**src/rtl/core/obb_overlap_test_2d_assert.svh**
```systemverilog
// Assertion macros for the overlap test block.
`ifndef OBB_OVERLAP_TEST_2D_ASSERT_SVH
`define OBB_OVERLAP_TEST_2D_ASSERT_SVH

// ante implies cons in the same cycle
`define OBB_ASSERT_NOW(lbl, clk, rst_n, ante, cons, msg) \
    lbl: assert property (@(posedge clk) disable iff (!rst_n) (ante) |-> (cons)) \
        else $error(msg);

// ante implies cons in the next cycle
`define OBB_ASSERT_NEXT(lbl, clk, rst_n, ante, cons, msg) \
    lbl: assert property (@(posedge clk) disable iff (!rst_n) (ante) |=> (cons)) \
        else $error(msg);

`endif

```
**src/rtl/core/obb_pkg.sv**
```systemverilog
package obb_pkg;

    localparam int TRIG_W = 16;
    localparam int UV_W   = 2 * TRIG_W - 1;
    localparam int FRAC_SH = 14;

    typedef struct packed {
        logic en2;
        logic en3;
        logic en4;
    } obb_adv_t;

    function automatic logic [14:0] qtab(input logic [5:0] idx);
        logic [14:0] v;
        unique case (idx)
            6'd0:  v = 15'd0;     6'd1:  v = 15'd804;   6'd2:  v = 15'd1606;
            6'd3:  v = 15'd2404;  6'd4:  v = 15'd3196;  6'd5:  v = 15'd3981;
            6'd6:  v = 15'd4756;  6'd7:  v = 15'd5520;  6'd8:  v = 15'd6270;
            6'd9:  v = 15'd7005;  6'd10: v = 15'd7723;  6'd11: v = 15'd8423;
            6'd12: v = 15'd9102;  6'd13: v = 15'd9760;  6'd14: v = 15'd10394;
            6'd15: v = 15'd11003; 6'd16: v = 15'd11585; 6'd17: v = 15'd12140;
            6'd18: v = 15'd12665; 6'd19: v = 15'd13160; 6'd20: v = 15'd13623;
            6'd21: v = 15'd14053; 6'd22: v = 15'd14449; 6'd23: v = 15'd14811;
            6'd24: v = 15'd15137; 6'd25: v = 15'd15426; 6'd26: v = 15'd15679;
            6'd27: v = 15'd15893; 6'd28: v = 15'd16069; 6'd29: v = 15'd16207;
            6'd30: v = 15'd16305; 6'd31: v = 15'd16364;
            default: v = 15'd16384;
        endcase
        return v;
    endfunction

    // t in 0..16384
    function automatic logic [14:0] quarter_sin(input logic [14:0] t);
        logic [5:0]  i;
        logic [8:0]  f;
        logic [14:0] lo;
        logic [9:0]  d;
        logic [19:0] prod;
        i = t[14:9];
        f = t[8:0];
        lo = qtab(i);
        d = 10'(qtab(6'(i + 6'd1)) - lo);
        prod = 20'(d) * 20'(f) + 20'd256;
        if (i >= 6'd32) begin
            return 15'd16384;
        end
        return 15'(lo + 15'(prod[19:9]));
    endfunction

    function automatic logic signed [TRIG_W-1:0] bam_sin(input logic [15:0] a);
        logic [14:0] t;
        logic [14:0] v;
        t = a[14] ? 15'(15'd16384 - {1'b0, a[13:0]}) : {1'b0, a[13:0]};
        v = quarter_sin(t);
        return a[15] ? -$signed({1'b0, v}) : $signed({1'b0, v});
    endfunction

endpackage

```
**src/rtl/core/obb_sincos.sv**
```systemverilog
module obb_sincos
    import obb_pkg::*;
#(
    parameter int ANGLE_WIDTH = 16
) (
    input  logic [ANGLE_WIDTH-1:0]    angle,
    output logic signed [TRIG_W-1:0]  sin_v,
    output logic signed [TRIG_W-1:0]  cos_v
);

    logic [15:0] a16;

    assign a16   = 16'(angle) << (16 - ANGLE_WIDTH);
    assign sin_v = bam_sin(a16);
    assign cos_v = bam_sin(16'(a16 + 16'd16384));

endmodule

```
**config.mk**
```make
export PLATFORM = sky130hd
export DESIGN_NAME = obb_sincos
export DESIGN_NICKNAME = d
export VERILOG_FILES = /design/src/rtl/core/obb_overlap_test_2d_assert.svh /design/src/rtl/core/obb_pkg.sv /design/src/rtl/core/obb_sincos.sv
export SDC_FILE = /design/constraint.sdc
export NUM_CORES = 1
export LEC_CHECK = 0
export BUFFER_PORTS_ARGS = -buffer_cell sky130_fd_sc_hd__buf_2
export CORE_MARGIN = 2
export CORE_UTILIZATION = 40
export DETAILED_ROUTE_END_ITERATION = 10
export PLACE_DENSITY_LB_ADDON = 0.3
export SKIP_LAST_GASP = 1
export SLEW_MARGIN = 20
export SYNTH_ARGS = -nofsm -noshare
export SYNTH_HDL_FRONTEND = slang
export SYNTH_SLANG_ARGS = --single-unit
```
**constraint.sdc**
```tcl
create_clock -name vclk -period 43.2
set_input_delay 6.48 -clock vclk [all_inputs]
set_output_delay 6.48 -clock vclk [all_outputs]
set_load 0.02 [all_outputs]
```
==> impl_metrics.yaml, run 1 <==
hold_path:
  worstHoldPathType: "in -> out"
clock_tree:
  cts_resized: 0
  cts-hold-fix-buffers: 0
  cts_setup_buffers: 0
worst_setup_path:
  cp_slowest_cell: "nor3_1"
  setup.worst_path.class: "in -> out"
  critical_path.top_delay_family: "compound AO/OA/AOI/OAI gates"
  end_kind: "output pin"
  cp_slowest_stage_delay_ns: 0.71
  cp_num_buf_inv: 7
  cp-start-kind: "input pin"
  arrival_ns: 20.13
  worstPathMaxFanout: 33
  worstPathRequired_ns: 36.72
finish:
  clockBufferCount: 0
  drive_above_1_share_pct: 7.543
  final_area_mm2: 0.01270
  seqCellArea_um2: 0
  design.seq.count: 0
  multi_input_area_mm2: 0.01121
  fill_cells: 3098
  nets: 1950
  area_growth_pct: 4.724
die:
  core_mm2: 0.02972
  die_h_um: 178.1
  die-area_mm2: 0.03174
  start_util_pct: 40.82
  rows: 63
  dieWidth_um: 178.1
  ios: 48
timing:
  clock.fmax_mhz: 37.58
  min_period_ns: 26.61
  worst_slew_pin_slew_ns: 1.058
  rsz0062_at_grt: "false"
  fin_tns_setup_ns: 0
  final.period_utilization_pct: 61.59
  setup_viol: 0
  slew-limit-headroom_pct: 29.25
  drv_slew: 0
  finalHoldViolations: 0
synth:
  synth_cell_types: 88
  synth_area_leaders: "fa_1 19%, ha_1 18%, nor2_1 5.8%"
  synth_top_area_share_pct: 19.47
  synthCells: 1663
  yosys.cell_count.top_type: "nor2_1"
  yosys_warnings: 0
  avgSynthCellArea_um2: 7.294
  synth_nets: 1967
  ys_seq_area_share_pct: 0
  synth_area_mm2: 0.01213
  yosys.area.top_type: "fa_1"
  yosys-top-cells-count: "187 x nor2_1, 170 x ha_1, 162 x inv_1"
global_routing:
  grt_first_pass_wirelength_mm: 57.66
  gr-total-overflow: 0
  grtUsageTotal_pct: 21.99
  grt_max_degree: 40
  grt_pass1_vias: 11530
  antenna_found_initial: 4
route:
  vias: 11770
  drt_iter0_drc: 986
  dr.pass1.iters: 6
  postRouteAntennaNets: 0
  route.detailed.drc: 0
  drt-vias-per-instance: 5.776
  wl_per_cell_um: 16.87
  routed_wl_mm: 34.37
run_status:
  outcome: "complete, no violations"
place:
  placed_area_mm2: 0.01269
  hpwl_mm: 27.61
  port-buffer-count: 48
  globalplace.congestion: 0.9259
job:
  cap_viol_max_count: 0
## layout make-up
| type | instances | area share, % |
|---|---|---|
| timing repair buffer | 65 | 2.896 |
| antenna | 4 | 0.07879 |
| tap | 390 | 3.841 |
| multi-input combinational | 1411 | 88.22 |
| inverter | 168 | 4.964 |
## path summary, 6_finish.rpt
path                      start         to  slack [ns]  cells after the start
worst min-delay path  angle[15]   sin_v[1]       13.55                      4
worst max-delay path  angle[14]  sin_v[14]       16.59                     46
## cell usage in the layout (no fill, tap or decap), types with 6 or more instances in the layout
cell and instances:
a211oi_1 20, a21o_1 18, a21oi_1 105, a31oi_1 19, and2_1 14, buf_2 48
buf_4 17, fa_1 118, ha_1 170, inv_1 162, mux2i_1 13, nand2_1 157
nand2b_1 42, nand3_1 23, nand4_1 8, nor2_1 187, nor2b_1 19, nor3_1 41
o211ai_1 20, o21a_1 17, o21ai_0 105, o21ai_1 6, o21bai_1 6, o22ai_1 14
o31a_1 7, o31ai_1 11, or2_2 26, or3_1 19, xnor2_1 53, xor2_1 47
## logic make-up (layout without fill, tap and decap cells)
logic type,after synthesis,in the layout,share of synthesized area [%]
AND/OR/NAND/NOR,569,569,22.23
AO/OA/AOI/OAI,426,426,22.89
adder cells (fa/ha/maj),288,288,37.01
buffers and inverters,252,233,7.922
XOR/XNOR,110,110,8.417
multiplexers,18,18,1.537
other,0,4,0
## per-layer routing
layer,track usage [%],vias up,wire length (µm)
met5,0,-,13
met4,5.738,2,1017
met3,1.066,67,1755
met2,39.23,385,16820
met1,28.94,5608,14770
li1,-,5709,-
## stage by stage
| stage | hold slack, ns | setup WS (ns) | utilization, % | cells |
|---|---|---|---|---|
| after global routing | 13.59 | 15.58 | 42.73 | 2036 |
| after floorplan | 13.41 | 18.06 | - | 1663 |
| final | 13.55 | 16.59 | 42.75 | 2038 |
| after global placement | 13.53 | 16.79 | 42.71 | 2034 |
| after CTS | 13.55 | 16.74 | 42.71 | 2034 |
| after detailed placement | 13.54 | 16.78 | 42.71 | 2034 |
Power of run 1 is left out: the tool's default activity adds up to more than one toggle a clock period on the data nets, which glitch-free logic cannot reach.
==> run 2, diff against run 1 <==
==> constraint.sdc (replaced) <==
create_clock -name vclk -period 21.9
set_input_delay 3.285 -clock vclk [all_inputs]
set_output_delay 3.285 -clock vclk [all_outputs]
set_load 0.02 [all_outputs]
==> run 2 against run 1 <==
Compared with the run above: clock-buffer cell count is the same; non-clock buffer count is the same; cell count is essentially flat; worst hold slack lost 6.4 ns; sequential share of layout area is the same; critical path depth grew 2; first-iteration DRC count grew 2.1%; core utilization is essentially flat; largest cell class unchanged; highest routed layer unchanged.
==> impl_metrics.yaml, run 2 (synthesis gave the netlist of run 1 again) <==
finish:
  design.seq.count: 0
  drive_above_1_share_pct: 7.603
  nets: 1950
  clockBufferCount: 0
  final_area_mm2: 0.01271
  mostFrequentLayoutCells: "187 x nor2_1, 170 x ha_1, 162 x inv_1, 157 x nand2_1, 118 x fa_1"
  seqCellArea_um2: 0
  multi_input_area_mm2: 0.01121
  utilization_pct: 42.76
  fill_cells: 3046
  final_common_cell: "nor2_1"
  area_growth_pct: 4.765
route:
  postRouteAntennaNets: 0
  route.detailed.drc: 0
  dr.pass1.iters: 7
  drt-vias-per-instance: 5.811
  vias: 11840
  wl_per_cell_um: 16.97
  routed_wl_mm: 34.56
  drt_iter0_drc: 1007
global_routing:
  grtUsageTotal_pct: 21.84
  antenna_found_initial: 4
  grt_pass1_vias: 11320
  grt_max_degree: 40
  grt_first_pass_wirelength_mm: 57.17
  gr-total-overflow: 0
worst_setup_path:
  cp-start-kind: "input pin"
  worstPathMaxFanout: 33
  worstSetupStartpoint: "angle[14]"
  worstPathRequired_ns: 18.62
  end_kind: "output pin"
  crit_end: "sin_v[14]"
  cp_slowest_stage_delay_ns: 0.72
  arrival_ns: 17.04
  setup.worst_path.class: "in -> out"
  cp_slowest_cell: "nor3_1"
timing:
  final.period_utilization_pct: 92.81
  clock.fmax_mhz: 49.20
  min_period_ns: 20.33
  drv_slew: 0
  setup_viol: 0
  whs_ns: 7.155
  finalHoldViolations: 0
  worst_slew_pin_slew_ns: 0.9962
  rsz0062_at_grt: "false"
  slew-limit-headroom_pct: 33.11
  fin_tns_setup_ns: 0
die:
  rows: 63
  ios: 48
  start_util_pct: 40.82
  die_h_um: 178.1
  core_mm2: 0.02972
  die-area_mm2: 0.03174
  dieWidth_um: 178.1
job:
  cap_viol_max_count: 0
place:
  placed_area_mm2: 0.01269
  globalplace.congestion: 0.9325
  hpwl_mm: 27.61
  port-buffer-count: 48
clock_tree:
  cts_setup_buffers: 0
  cts_resized: 0
  cts-hold-fix-buffers: 0
hold_path:
  worstHoldPathType: "in -> out"
  hold_depth: 4
run_status:
  outcome: "complete, no violations"
-- run 2: through the flow --
stage,std cells,worst slack (ns)
final,2037,1.574
after global routing,2036,0.5373
after CTS,2034,1.702
after detailed placement,2034,1.759
after global placement,2034,1.876
after floorplan,1663,3.153
-- run 2: cell type report --
type / instances / area share [%]
timing repair buffer: 65 / 2.895
multi-input combinational: 1411 / 88.24
tap: 390 / 3.840
antenna: 3 / 0.05907
inverter: 168 / 4.962
-- run 2: layer usage --
layer	vias to the layer above	track usage [%]	wire length, µm
met4	2	4.952	888
met1	5671	28.77	15030
li1	5711	-	-
met5	-	0	14
met3	62	1.151	1698
met2	391	39.21	16930
-- run 2: worst min path at each step --
stage          slack (ns)      start        to
3_5_place_dp         7.14  angle[15]  sin_v[1]
3_3_place_gp         7.14  angle[15]  sin_v[1]
2_1_floorplan        7.02  angle[15]  sin_v[2]
6_report             7.16  angle[15]  sin_v[1]
5_1_grt              7.18  angle[15]  sin_v[1]
4_1_cts              7.15  angle[15]  sin_v[1]
-- run 2: worst max-delay path: cells and delay by family --
| kind | cells | cell delay (ns) |
|---|---|---|
| AO/OA/AOI/OAI | 17 | 4.27 |
| XOR/XNOR | 4 | 0.63 |
| buffers and inverters | 8 | 2.29 |
| AND/OR/NAND/NOR | 10 | 3.06 |
| adder cells (fa/ha/maj) | 9 | 3.48 |
Power of run 2 is left out for the same reason.
